## src/hdl/interval_overlap_histogram_core_defines.svh

```systemverilog
// Assertion macros shared by the histogram RTL.
`ifndef INTERVAL_OVERLAP_HISTOGRAM_CORE_DEFINES_SVH
`define INTERVAL_OVERLAP_HISTOGRAM_CORE_DEFINES_SVH

// Property must hold at every clock edge outside reset.
`define IOHIST_ASSERT(lbl, clk, rst, prop, msg) \
   lbl: assert property (@(posedge clk) disable iff (rst) prop) else $error(msg);

// Condition must never be seen outside reset.
`define IOHIST_NEVER(lbl, clk, rst, cond, msg) \
   lbl: assert property (@(posedge clk) disable iff (rst) !(cond)) else $error(msg);

`endif

```

## src/hdl/iohist_pkg.sv

```systemverilog
package iohist_pkg;

   localparam int NUM_BUCKETS_DEF = 16;
   localparam int COUNT_WIDTH_DEF = 32;

   localparam int OP_W        = 2;
   localparam int INDEX_W     = 4;
   localparam int BOUND_W     = 32;
   localparam int WEIGHT_W    = 32;
   localparam int OUT_COUNT_W = 32;
   localparam int ACTIVE_W    = 5;

   localparam logic [ACTIVE_W-1:0] ACTIVE_RESET = 5'd16;

   typedef enum logic [OP_W-1:0] {
      OP_LOAD    = 2'd0,
      OP_OBSERVE = 2'd1,
      OP_MERGE   = 2'd2,
      OP_READOUT = 2'd3
   } op_type;

   typedef enum logic {
      ST_IDLE = 1'b0,
      ST_READ = 1'b1
   } state_type;

   // Per-cycle commands broadcast to every bucket cell.
   typedef struct packed {
      logic load;
      logic observe;
      logic merge;
      logic rotate;
   } cell_ctrl_type;

endpackage

```

## src/hdl/iohist_cell.sv

```systemverilog
// One bucket: bounds plus saturating count. On rotate it takes its
// upstream neighbor's contents, so the row turns like a ring.
module iohist_cell #(
   parameter int COUNT_WIDTH = iohist_pkg::COUNT_WIDTH_DEF,
   parameter int CELL_INDEX  = 0,
   parameter int LIM_W       = 5
) (
   input  logic                                   clock,
   input  logic                                   reset,
   input  iohist_pkg::cell_ctrl_type              ctrl,
   input  logic [LIM_W-1:0]                       active_lim,
   input  logic [iohist_pkg::INDEX_W-1:0]         bucket_index,
   input  logic signed [iohist_pkg::BOUND_W-1:0]  range_low,
   input  logic signed [iohist_pkg::BOUND_W-1:0]  range_high,
   input  logic [iohist_pkg::WEIGHT_W-1:0]        weight,
   input  logic signed [iohist_pkg::BOUND_W-1:0]  nb_low,
   input  logic signed [iohist_pkg::BOUND_W-1:0]  nb_high,
   input  logic [COUNT_WIDTH-1:0]                 nb_count,
   output logic signed [iohist_pkg::BOUND_W-1:0]  low,
   output logic signed [iohist_pkg::BOUND_W-1:0]  high,
   output logic [COUNT_WIDTH-1:0]                 count
);

   localparam int SUM_W = ((COUNT_WIDTH > iohist_pkg::WEIGHT_W) ?
                           COUNT_WIDTH : iohist_pkg::WEIGHT_W) + 1;

   logic signed [iohist_pkg::BOUND_W-1:0] low_ff, low_in;
   logic signed [iohist_pkg::BOUND_W-1:0] high_ff, high_in;
   logic [COUNT_WIDTH-1:0]                count_ff, count_in;
   logic [SUM_W-1:0]                      sum;
   logic [COUNT_WIDTH-1:0]                sat_sum;
   logic                                  hit;
   logic                                  active;
   logic                                  overlap;

   assign hit     = (32'(bucket_index) == 32'(CELL_INDEX));
   assign active  = (32'(active_lim) > 32'(CELL_INDEX));
   assign overlap = (range_low <= high_ff) && (range_high >= low_ff);

   assign sum     = SUM_W'(count_ff) + SUM_W'(weight);
   assign sat_sum = (sum > SUM_W'({COUNT_WIDTH{1'b1}})) ? {COUNT_WIDTH{1'b1}}
                                                         : sum[COUNT_WIDTH-1:0];

   always_comb begin
      low_in   = low_ff;
      high_in  = high_ff;
      count_in = count_ff;
      if (ctrl.rotate) begin
         low_in   = nb_low;
         high_in  = nb_high;
         count_in = nb_count;
      end else if (ctrl.load && hit) begin
         low_in   = range_low;
         high_in  = range_high;
         count_in = '0;
      end else if ((ctrl.observe && active && overlap) || (ctrl.merge && hit)) begin
         count_in = sat_sum;
      end
   end

   always_ff @(posedge clock) begin
      if (reset) begin
         low_ff   <= '0;
         high_ff  <= '0;
         count_ff <= '0;
      end else begin
         low_ff   <= low_in;
         high_ff  <= high_in;
         count_ff <= count_in;
      end
   end

   assign low   = low_ff;
   assign high  = high_ff;
   assign count = count_ff;

endmodule

```

## config.mk

```make
export PLATFORM = sky130hd
export DESIGN_NAME = iohist_cell
export DESIGN_NICKNAME = d
export VERILOG_FILES = /design/src/hdl/interval_overlap_histogram_core_defines.svh /design/src/hdl/iohist_pkg.sv /design/src/hdl/iohist_cell.sv
export SDC_FILE = /design/constraint.sdc
export NUM_CORES = 1
export LEC_CHECK = 0
export ABC_CLOCK_PERIOD_IN_PS = 3700
export BUFFER_PORTS_ARGS = -buffer_cell sky130_fd_sc_hd__clkbuf_2
export CORE_MARGIN = 2
export CORE_UTILIZATION = 44
export DETAILED_ROUTE_END_ITERATION = 7
export GPL_ROUTABILITY_DRIVEN = 0
export PLACE_DENSITY = 0.74
export SYNTH_ARGS = -nofsm -noshare
export SYNTH_HDL_FRONTEND = slang
export SYNTH_SLANG_ARGS = --single-unit
export TNS_END_PERCENT = 5
```

## constraint.sdc

```tcl
create_clock -name clock -period 3.7 [get_ports clock]
set_input_delay 0 -clock clock [delete_from_list [all_inputs] [get_ports clock]]
set_output_delay 0 -clock clock [all_outputs]
set_load 0.02 [all_outputs]
```

# Word-level counts from Yosys, hierarchy flattened
# Index checks and enable logic that the tools add are counted.
[totals] ff_bits=96 latchBits=0 mem_bits_rw=0 romBits=0 in_bits=207 out_inout_bits=96 word_cells=25 mem_count=0
[classes] addsub=1 mul=0 div=0 order_cmp=4 eq_ne=0 shift=0 muxes=8 bitwise_logic=0 n_reduce_logical=9
[op_table] cell="32-bit two-way mux" count=8
[op_table] cell="32-bit by 32-bit adder with 33-bit output" count=1
[op_table] cell="33-bit by 32-bit > comparator with 1-bit output (second input constant)" count=1
[op_table] cell="32-bit >= comparator" count=1
[op_table] cell="32-bit <= comparator" count=1
[op_table] cell="5-bit by 1-bit > comparator with 1-bit output (second input constant)" count=1
[op_table] cell="1-bit logical AND" count=5
[op_table] cell="4-bit logical NOT" count=1
[op_table] cell="3-bit nonzero test" count=1
[op_table] cell="2-bit nonzero test" count=1
[op_table] cell="1-bit logical OR" count=1

# Logic depth before layout (Yosys ltp)
# Gate-level depths: netlist of the first run.
[logic_depth] depth_word=7 ltp_mapped=13 depth_no_buf=12

# Worst setup path before layout of the first run
# OpenSTA, ideal clock, no wires.
[synth_path] path_type="reg2reg" start="reg count_ff[0] (netlist: count[0])" end="reg count_ff[6] (netlist: count[6])" setup_time_ps=86 arrival_ps=3173 t_required_ps=3614 slack_ps=441 path_stages_with_launch=14 n_path_buf=1 period_less_slack_ps=3259 path_cell_list="dfxtp_1 > ha_1 > inv_1 > fa_1 > nor2b_1 > o2111ai_1 > a2111oi_0 > nor2_1 > a211oi_1 > a31oi_1 > nor2_1 > buf_2 > a221oi_1 > a211oi_1"
[synth_via] elab_chain_len=6
[synth_lines] element="start, declared" line_no="iohist_cell.sv:29" text="logic [COUNT_WIDTH-1:0] count_ff, count_in;"
[synth_lines] element="start signal, assigned" line_no="iohist_cell.sv:69" text="count_ff <= count_in;"
[synth_lines] element="32-bit by 32-bit adder with 33-bit output *" line_no="iohist_cell.sv:40" text="assign sum = SUM_W'(count_ff) + SUM_W'(weight);"
[synth_lines] element="33-bit by 32-bit > comparator with 1-bit output" line_no="iohist_cell.sv:41" text="assign sat_sum = (sum > SUM_W'({COUNT_WIDTH{1'b1}})) ? {COUNT_WIDTH{1'b1}}"
[synth_lines] element="32-bit two-way mux *" line_no="iohist_cell.sv:41"
[synth_lines] element="32-bit two-way mux *" line_no="iohist_cell.sv:56" text="end else if ((ctrl.observe && active && overlap) || (ctrl.merge && hit)) begin"
[synth_lines] element="32-bit two-way mux *" line_no="iohist_cell.sv:52" text="end else if (ctrl.load && hit) begin"
[synth_lines] element="32-bit two-way mux *" line_no="iohist_cell.sv:48" text="if (ctrl.rotate) begin"
# Every way passes the cells marked *; elsewhere a longest branch is shown, timed or not. The select of a mux whose other input is x is not followed.
# A chain may end at the register's enable or synchronous reset.

# Final worst setup path of the first run
[layout_path] start="reg count_ff[0] (netlist: count[0])" end="reg count_ff[4] (netlist: count[4])"
# The elaborated chain is that of the path after synthesis.

==> flow_summary.yaml, run 1 <==
detailed_routing:
  antenna_left: 0
  route.detailed.drc: 0
  wirelength_mm: 27.2
  drtIter0Drc: 720
  via_per_inst: 5.54
  vias: 9054
  firstDrtPassIters: 5
  post_drt_wl_per_cell_um: 16.7
pwr:
  finalPower_mw: 3.58
  pwr-share-clk: 0.273
  p_int_mw: 2.26
  p_leak_nw: 4.84
  power_frac_seq: 0.334
  vdd_drop_max_mv: 0.255
  switching_share: 0.368
  powerDensity_mw_per_mm2: 348
  power_switching_mw: 1.32
  combPwrFrac: 0.393
synth:
  post-synth-top-area-cell: "dfxtp_1"
  synth-seq-area-share: 0.255
  synth_flop_cell: "dfxtp_1"
  syn_inst: 1063
  synth-edff-count: 0
  synth_top_area_share: 0.255
  async_flop_share: 0
  synthTopCellsByCount: "194 x a21oi_1, 182 x nand2_1, 96 x dfxtp_1, 96 x ha_1, 96 x nor2_1"
  syn-cell-area_mm2: 0.00753
  ys_types: 53
  synth.most_common_cell: "a21oi_1"
  ys_seq_elements: 96
  netlist_top_cells_area: "dfxtp_1 26%, ha_1 16%, a21oi_1 13%"
  syn-num-nets: 1367
  yosysWarnings: 0
  avgSynthCellArea_um2: 7.08
floorplan:
  core_mm2: 0.0166
  initial_core_util: 0.452
  fp-row-count: 47
  io_pins: 303
  die-area_mm2: 0.0182
  die_x_um: 135
  die_y_um: 135
setup_path:
  crit_chain: "ha_1 > inv_1 > fa_1 > nor2b_1 > o2111ai_1 > a2111oi_1 > nor2_1 > a211oi_1 > a31oi_1 > nor2_1 > buf_4 > a221oi_1 > a211oi_1"
  reg2reg_depth: 13
  crit_slowest_cell: "a2111oi_1"
  cp.arrival_ps: 3640
  cpPeakStageDelay_ps: 500
  cp-end-kind: "flop"
  path_buf_inv: 2
  crit_family: "compound AO/OA/AOI/OAI gates"
  cp-start-kind: "flop"
  cp_max_fo: 9
  rrSetupSlack_ps: 320
  critPathKind: "flop to flop"
  timing.rr.end: "count[4]"
  r2r-start: "count[0]"
  required_ps: 3960
  crit_path_start: "count[0]"
global_route:
  overflow: 0
  grt_pass1_wl_mm: 42.1
  antenna_found_initial: 0
  grt_pass1_vias: 8661
  grt_max_degree: 100
  grt_usage: 0.288
timing:
  finalSetupViolations: 0
  slew_viol_final: 0
  tightest_slew_ps: 1010
  fmax_mhz: 296
  rsz0062_at_grt: "no"
  fin_ws_ps: 318
  finalHoldViolations: 0
  skew_ps: 8.92
  min_period_ps: 3380
  slew_headroom: 0.328
  min_period_over_period: 0.914
finish:
  drive_gt1_frac: 0.236
  nNetsFinal: 1712
  ff_latch_area_mm2: 0.00192
  area_growth_pct: 36.6
  insertedDiodeCount: 0
  multi_input_area_mm2: 0.00512
  fillers: 1497
clock_network:
  insertion_delay_ps: 350
  clockBufferDepth: 2
  ctsHtreeMaxLevel: 3
  numCtsBuffers: 9
  root_buffer: "clkbuf_16"
  cts_sinks: 96
  cts_tree: "done"
  clkTransAtPathRegs_ps: 70
  postCtsSetupBuffers: 0
hold_path:
  min_path_cells: 3
  hold_end: "count[7]"
  min_path_type: "input pin to flop"
  min_from: "nb_count[7]"
status:
  status: "completed"
run:
  drv_cap: 0
place:
  io_buffers: 302
  pre_cts_ws_ps: -40.8
  dp_hpwl_mm: 20.1
==> logic make-up (layout without fill, tap and decap cells) <==
family / count (synthesis) / after routing / share of synthesized area
AOI/OAI and AO/OA: 355 / 355 / 0.283
xor gates and xnor gates: 26 / 26 / 0.0302
buffers and inverters: 133 / 483 / 0.0665
and+or+nand+nor: 353 / 353 / 0.199
DFF: 96 / 96 / 0.255
adders and majority gates: 97 / 97 / 0.162
muxes: 3 / 3 / 0.00415
==> layout by cell type (no fill, tap or decap), types with 8 or more instances in the layout <==
cell,count
a211oi_1,19
a21o_1,23
a21oi_1,194
a221oi_1,17
a22oi_1,8
a31oi_1,12
buf_4,10
clkbuf_16,9
clkbuf_2,301
dfxtp_1,96
dlygate4sd3_1,79
ha_1,96
inv_1,77
nand2_1,181
nand3_1,14
nand4_1,16
nor2_1,95
nor3_1,9
o21a_1,8
o21ai_0,42
xnor2_1,17
xor2_1,9
==> through the flow <==
| step | util | hold slack, ps | instances | setup TNS [ps] | instance area [um^2] |
|---|---|---|---|---|---|
| finish | 0.618 | 5.58 | 1633 | 0 | 10300 |
| global route | 0.618 | 57.4 | 1633 | 0 | 10300 |
| CTS | 0.617 | 1.21 | 1633 | 0 | 10300 |
| detailed placement | 0.552 | 237 | 1538 | -162 | 9180 |
| global placement | 0.552 | 229 | 1538 | -363 | 9180 |
| floorplan | - | 140 | 1063 | 0 | 7530 |
==> power by group through the flow <==
| stage | combinational (mW) | clock, mW | sequential [mW] |
|---|---|---|---|
| 5_1_grt | 1.55 | 1.03 | 1.20 |
| 3_5_place_dp | 1.31 | 0 | 1.22 |
| 2_1_floorplan | 0.786 | 0 | 1.31 |
| 3_3_place_gp | 1.30 | 0 | 1.21 |
| 6_report | 1.41 | 0.978 | 1.20 |
| 4_1_cts | 1.39 | 0.996 | 1.19 |
==> how the worst max path moves through the flow <==
| stage | to | slack (ps) | depth (start not counted) |
|---|---|---|---|
| 2_1_floorplan | count[6] | 440 | 13 |
| 3_3_place_gp | count[30] | -50 | 10 |
| 3_5_place_dp | count[26] | -40 | 10 |
| 4_1_cts | count[26] | 190 | 10 |
| 5_1_grt | count[3] | 40 | 13 |
| 6_report | count[4] | 320 | 13 |
==> final cells by class <==
class | instances | share of cell area
repair buffers | 390 | 0.231
inverters | 77 | 0.0281
well taps | 220 | 0.0268
flip-flops and latches | 96 | 0.187
multi-input cells | 834 | 0.498
clock inverters | 4 | 0.00523
clock buffers | 12 | 0.0240
==> per-layer routing <==
layer	vias up	GRT usage	share of wire
met3	76	0.0450	0.068
met1	4145	0.343	0.41
met5	-	0	0
li1	4444	-	-
met2	389	0.511	0.48
met4	0	0.126	0.036
==> worst register-to-register path, cell delays in order (launching register included) <==
cell and delay, ps:
dfxtp_1 350, ha_1 210, inv_1 70, fa_1 390, nor2b_1 170, o2111ai_1 190
a2111oi_1 500, nor2_1 150, a211oi_1 260, a31oi_1 200, nor2_1 200, buf_4 220
a221oi_1 70, a211oi_1 310
==> what timing repair did <==
item,4_1_cts,5_1_grt
endpoints found under the setup margin,12,16
hold buffers,79,0
gates resized for setup,1,2
endpoints found under the hold margin,79,0
==> registers in the layout (all words and copies together), names as in the netlist <==
signal / flops
count: 32
high: 32
low: 32
(Power assumes the default switching activity.)
==> inputs of run 2 (changes only) <==
--- a/config.mk
+++ b/config.mk
@@ -5,13 +5,14 @@
 export SDC_FILE = /design/constraint.sdc
 export NUM_CORES = 1
 export LEC_CHECK = 0
-export ABC_CLOCK_PERIOD_IN_PS = 3700
+export ABC_AREA = 1
 export BUFFER_PORTS_ARGS = -buffer_cell sky130_fd_sc_hd__clkbuf_2
 export CORE_MARGIN = 2
 export CORE_UTILIZATION = 44
 export DETAILED_ROUTE_END_ITERATION = 7
 export GPL_ROUTABILITY_DRIVEN = 0
-export PLACE_DENSITY = 0.74
+export GPL_TIMING_DRIVEN = 0
+export PLACE_DENSITY = 0.72
 export SYNTH_ARGS = -nofsm -noshare
 export SYNTH_HDL_FRONTEND = slang
 export SYNTH_SLANG_ARGS = --single-unit
==> flow_summary.yaml, run 2 <==
synth:
  synth-simple-area-share: 0.334
  syn_inst: 1306
  yosysWarnings: 0
  synth.most_common_cell: "nand2_1"
  ys_types: 42
  synthTopCellsByCount: "442 x nand2_1, 149 x inv_1, 126 x nor2_1"
  synth_flop_cell: "dfxtp_1"
  ys_seq_elements: 96
  synth-edff-count: 0
  synthXorXnorAreaFrac: 0.0148
  synthAdderAreaFrac: 0.147
  avgSynthCellArea_um2: 6.37
  post-synth-top-area-cell: "dfxtp_1"
  synthMuxAreaShare: 0
  netlist_top_cells_area: "dfxtp_1 23%, nand2_1 20%, ha_1 14%"
  syn-num-nets: 1610
  synth-compound-area-share: 0.166
  async_flop_share: 0
  synth_top_area_share: 0.231
  synth-seq-area-share: 0.231
  syn-cell-area_mm2: 0.00831
  synth_top_family_by_area: "simple AND/OR/NAND/NOR gates"
floorplan:
  die-area_mm2: 0.0200
  core_mm2: 0.0186
  fp-row-count: 50
  die_x_um: 141
  io_pins: 303
  initial_core_util: 0.446
  die_y_um: 141
global_route:
  antenna_found_initial: 1
  grt_max_degree: 15
  overflow: 0
  grt_pass1_wl_mm: 50.7
  grt_pass1_vias: 10500
  grt_usage: 0.321
timing:
  fmax_mhz: 374
  slew_viol_final: 0
  skew_ps: 9.15
  min_period_over_period: 0.723
  timing.setup.tns_ps: 0
  slew_headroom: 0.392
  tightest_slew_ps: 904
  min_period_ps: 2680
  rsz0062_at_grt: "no"
  finalSetupViolations: 0
  finalHoldViolations: 0
detailed_routing:
  drtIter0Drc: 639
  antenna_left: 0
  vias: 10600
  post_drt_wl_per_cell_um: 16.3
  route.detailed.drc: 0
  firstDrtPassIters: 7
  wirelength_mm: 32.8
  via_per_inst: 5.25
setup_path:
  crit_slowest_cell: "dfxtp_1"
  required_ps: 3990
  critPathKind: "flop to flop"
  critPathMostFrequentCell: "nand2_1"
  cp-end-kind: "flop"
  crit_chain: "ha_1 > inv_1 > fa_1 > inv_1 > nand2_1 > inv_1 > nand2_1 > nand2_2 > nand2_1 > nand2_2 > nand3_1 > nand2_1 > a21oi_2 > inv_1 > buf_4 > o21ai_0 > nand2_1 > nand2_1 > a21oi_1"
  cp_max_fo: 10
  path_buf_inv: 5
  cpPeakStageDelay_ps: 360
  crit_family: "simple AND/OR/NAND/NOR gates"
  cp.arrival_ps: 2970
  cp-start-kind: "flop"
clock_network:
  clkTransAtPathRegs_ps: 70
  cts_sinks: 96
  insertion_delay_ps: 360
  cts_tree: "done"
  numCtsBuffers: 9
  root_buffer: "clkbuf_16"
  ctsHtreeMaxLevel: 3
  clockBufferDepth: 2
finish:
  final_cell_mix: "442 x nand2_1, 300 x clkbuf_2, 158 x dlygate4sd3_1"
  drive_gt1_frac: 0.210
  multi_input_area_mm2: 0.00550
  nNetsFinal: 2078
  ff_latch_area_mm2: 0.00192
  fillers: 1714
  final_cells: 2014
  final_common_cell: "nand2_1"
  area_growth_pct: 44.0
pwr:
  finalPower_mw: 3.78
  powerDensity_mw_per_mm2: 316
  p_leak_nw: 6.36
  vdd_drop_max_mv: 0.213
place:
  dp_hpwl_mm: 24.7
  dpl.cell_count: 1840
  io_buffers: 300
run:
  drv_cap: 0
status:
  status: "completed"
hold_path:
  min_path_type: "input pin to flop"
-- run 2: cell types whose count changed in the layout (fill, tap and decap cells not counted), moves of 14 or more --
cell and delta:
nand2_1 +261, a311oi_1 +60, a21o_1 -21, nand3_1 +58
a211oi_1 -19, xnor2_1 -14, buf_2 +16, a221oi_1 -17
nor2_1 +31, clkbuf_1 +25, inv_1 +72, a21oi_1 -103
dlygate4sd3_1 +79
-- run 2: final timing paths --
path,startpoint,endpoint,slack (ps),cells past startpoint
min,nb_count[15],count[15],4,5
max,count[0],count[6],1020,19
min reg2reg,count[30],count[30],510,2
max reg2reg,count[0],count[6],1020,19
-- run 2: tightest hold or removal path: cells and delay by family --
kind	cells	cell delay, ps
AOI/OAI and AO/OA	1	50
buffers and inverters	1	100
and+or+nand+nor	3	160
-- run 2: cell families after synthesis --
family / after synthesis
buffers and inverters: 207
XOR/XNOR: 14
AND/OR/NAND/NOR: 678
adder cells (fa/ha/maj): 97
flip-flops: 96
AO/OA/AOI/OAI: 214
-- run 2: cell type report --
cell class	count	area share
timing repair buffer	457	0.257
tap	234	0.0245
clock inverter	2	0.00115
buffer	56	0.0269
antenna	2	0.000418
multi-input combinational	1003	0.460
sequential	96	0.161
inverter	151	0.0475
clock buffer	13	0.0226
-- run 2: routing by layer --
| metal | track usage | routed length [um] |
|---|---|---|
| met1 | 0.342 | 12500 |
| met2 | 0.615 | 16800 |
| met3 | 0.0560 | 2190 |
| met4 | 0.141 | 1200 |
| met5 | 0 | 0 |
-- run 2: what timing repair did --
| item | 4_1_cts | 5_1_grt |
|---|---|---|
| gates resized for setup | 0 | 0 |
| hold buffers | 157 | 0 |
| endpoints found under the hold margin | 94 | 0 |
| setup buffers | 0 | 0 |
-- run 2: power breakdown --
part           leakage [nW]  total, mW  switching, mW  internal (mW)
clock network         0.142      0.959          0.450          0.510
logic                  5.42       1.61          0.948          0.666
registers             0.796       1.21         0.0824           1.12
total                  6.36       3.78           1.48           2.30
-- run 2: through the flow --
stage / area [um^2] / hold slack, ps / setup slack (ps) / util
floorplan: 8310 / 162 / 1330 / -
global placement: 10100 / 257 / 1130 / 0.542
detailed placement: 10100 / 263 / 1070 / 0.542
CTS: 12000 / 1.38 / 1050 / 0.642
global route: 12000 / 47.2 / 772 / 0.642
finish: 12000 / 4.01 / 1020 / 0.642
==> inputs of run 3 (changes only) <==
--- a/config.mk
+++ b/config.mk
@@ -12,7 +12,7 @@
 export DETAILED_ROUTE_END_ITERATION = 7
 export GPL_ROUTABILITY_DRIVEN = 0
 export GPL_TIMING_DRIVEN = 0
-export PLACE_DENSITY = 0.72
+export PLACE_DENSITY = 0.75
 export SYNTH_ARGS = -nofsm -noshare
 export SYNTH_HDL_FRONTEND = slang
 export SYNTH_SLANG_ARGS = --single-unit
==> constraint.sdc (replaced) <==
create_clock -name clock -period 2.4 [get_ports clock]
set_input_delay 0 -clock clock [delete_from_list [all_inputs] [get_ports clock]]
set_output_delay 0 -clock clock [all_outputs]
set_load 0.02 [all_outputs]
==> flow_summary.yaml, run 3 (synthesis gave the netlist of run 2 again) <==
status:
  status: "completed"
timing:
  tightest_slew_ps: 845
  min_period_over_period: 0.990
  fmax_mhz: 421
  timing.setup.tns_ps: 0
  min_period_ps: 2380
  skew_ps: 7.92
  slew_viol_final: 0
  finalHoldViolations: 0
  finalSetupViolations: 0
  rsz0062_at_grt: "yes"
  slew_headroom: 0.437
floorplan:
  die-area_mm2: 0.0200
  io_pins: 303
  initial_core_util: 0.446
  fp-row-count: 50
  die_x_um: 141
  die_y_um: 141
  core_mm2: 0.0186
pwr:
  vdd_drop_max_mv: 0.407
  p_leak_nw: 6.50
  powerDensity_mw_per_mm2: 499
  finalPower_mw: 6.21
setup_path:
  crit_slowest_cell: "dfxtp_2"
  cp-end-kind: "flop"
  required_ps: 2610
  crit_chain: "inv_1 > ha_1 > nand2_2 > inv_1 > nand2_1 > nand2_1 > a21oi_2 > nand3_1 > nand2_1 > nand2_1 > nand2_1 > nand3_2 > nand3_4 > nand2_8 > clkbuf_16 > nand2_1 > a21oi_1"
  rrSetupSlack_ps: 20
  crit_path_start: "low[14]"
  critPathMostFrequentCell: "nand2_1"
  cpPeakStageDelay_ps: 370
  cp.arrival_ps: 2590
  reg2reg_depth: 17
  cp_max_fo: 7
  cp-start-kind: "flop"
  timing.rr.end: "count[18]"
  critPathKind: "flop to flop"
  endpoint: "count[18]"
  r2r-start: "low[14]"
clock_network:
  cts_sinks: 96
  clockBufferDepth: 2
  clkTransAtPathRegs_ps: 70
  ctsHtreeMaxLevel: 3
  root_buffer: "clkbuf_16"
  cts_tree: "done"
  insertion_delay_ps: 350
  numCtsBuffers: 9
place:
  dp_hpwl_mm: 25.3
  post_dp_cell_area_mm2: 0.0101
  dpl.cell_count: 1840
  io_buffers: 300
detailed_routing:
  route.detailed.drc: 0
  drtIter0Drc: 811
  via_per_inst: 5.48
  vias: 11100
  antenna_left: 0
  firstDrtPassIters: 5
  wirelength_mm: 35.2
  post_drt_wl_per_cell_um: 17.4
global_route:
  grt_usage: 0.328
  overflow: 0
  grt_max_degree: 16
  antenna_found_initial: 3
  grt_pass1_wl_mm: 52.2
  grt_pass1_vias: 10800
finish:
  area_growth_pct: 49.6
  final_cell_area_mm2: 0.0124
  drive_gt1_frac: 0.257
  final_common_cell: "nand2_1"
  final_cell_mix: "432 x nand2_1, 300 x clkbuf_2, 153 x dlygate4sd3_1"
  final_cells: 2022
  nNetsFinal: 2085
hold_path:
  min_path_type: "input pin to flop"
run:
  drv_cap: 0
run 3: cell count changes in the layout (fill, tap and decap cells not counted), sizes merged:
cell,before,now
buf,25,35
dlygate4sd3,158,153
bufinv,0,2
clkbuf,341,340
diode,2,3
inv,150,151
run 3: how the worst min path moves through the flow:
stage	end	slack (ps)	cells past startpoint	start
6_report	count[25]	10	5	nb_count[25]
5_1_grt	count[18]	40	5	nb_count[18]
4_1_cts	count[25]	3	5	nb_count[25]
3_5_place_dp	high[14]	260	3	nb_high[14]
3_3_place_gp	low[13]	260	3	nb_low[13]
2_1_floorplan	low[30]	160	2	nb_low[30]
run 3: per-stage QoR:
step                setup slack, ps  utilization  hold slack (ps)
finish                         23.1        0.667             13.3
global route                  -88.0        0.667             36.3
detailed placement             -221        0.542              264
CTS                            5.25        0.649             2.87
floorplan                      32.4            -              162
global placement               -178        0.542              259
run 3: area by class of cell:
class,count,area [um^2]
antenna,3,7.51
buffer,56,342
clock buffer,10,239
clock inverter,5,78.8
fill,1534,6200
inverter,151,568
multi-input combinational,1003,5780
sequential,96,1950
tap,234,293
timing repair buffer,464,3190
run 3: critical path, delay by kind of cell, from the launching register on:
kind                       cells  cell delay (ps)
and+or+nand+nor               11             1020
DFF                            1              370
buffers and inverters          3              320
adders and majority gates      1              310
AOI/OAI and AO/OA              2              210
run 3: power by group:
group / internal, mW / total [mW] / switching [mW]
Sequential: 1.74 / 1.87 / 0.134
Combinational: 1.13 / 2.71 / 1.58
Clock: 0.939 / 1.63 / 0.687
run 3: timing repair:
action | CTS | global route
setup buffers | 7 | 2
gates resized for setup | 21 | 78
hold endpoints to repair | 89 | 0
cloned | 1 | 2
setup endpoints to repair | 32 | 32
hold buffers | 152 | 0
pin swaps | 3 | 18
run 3: per-layer routing:
metal / global-route usage / vias up / wire, um
met1: 0.352 / 5066 / 12700
met2: 0.621 / 640 / 17900
met4: 0.155 / 0 / 1740
li1: - / 5247 / -
met3: 0.0574 / 133 / 2980
met5: 0 / - / 0
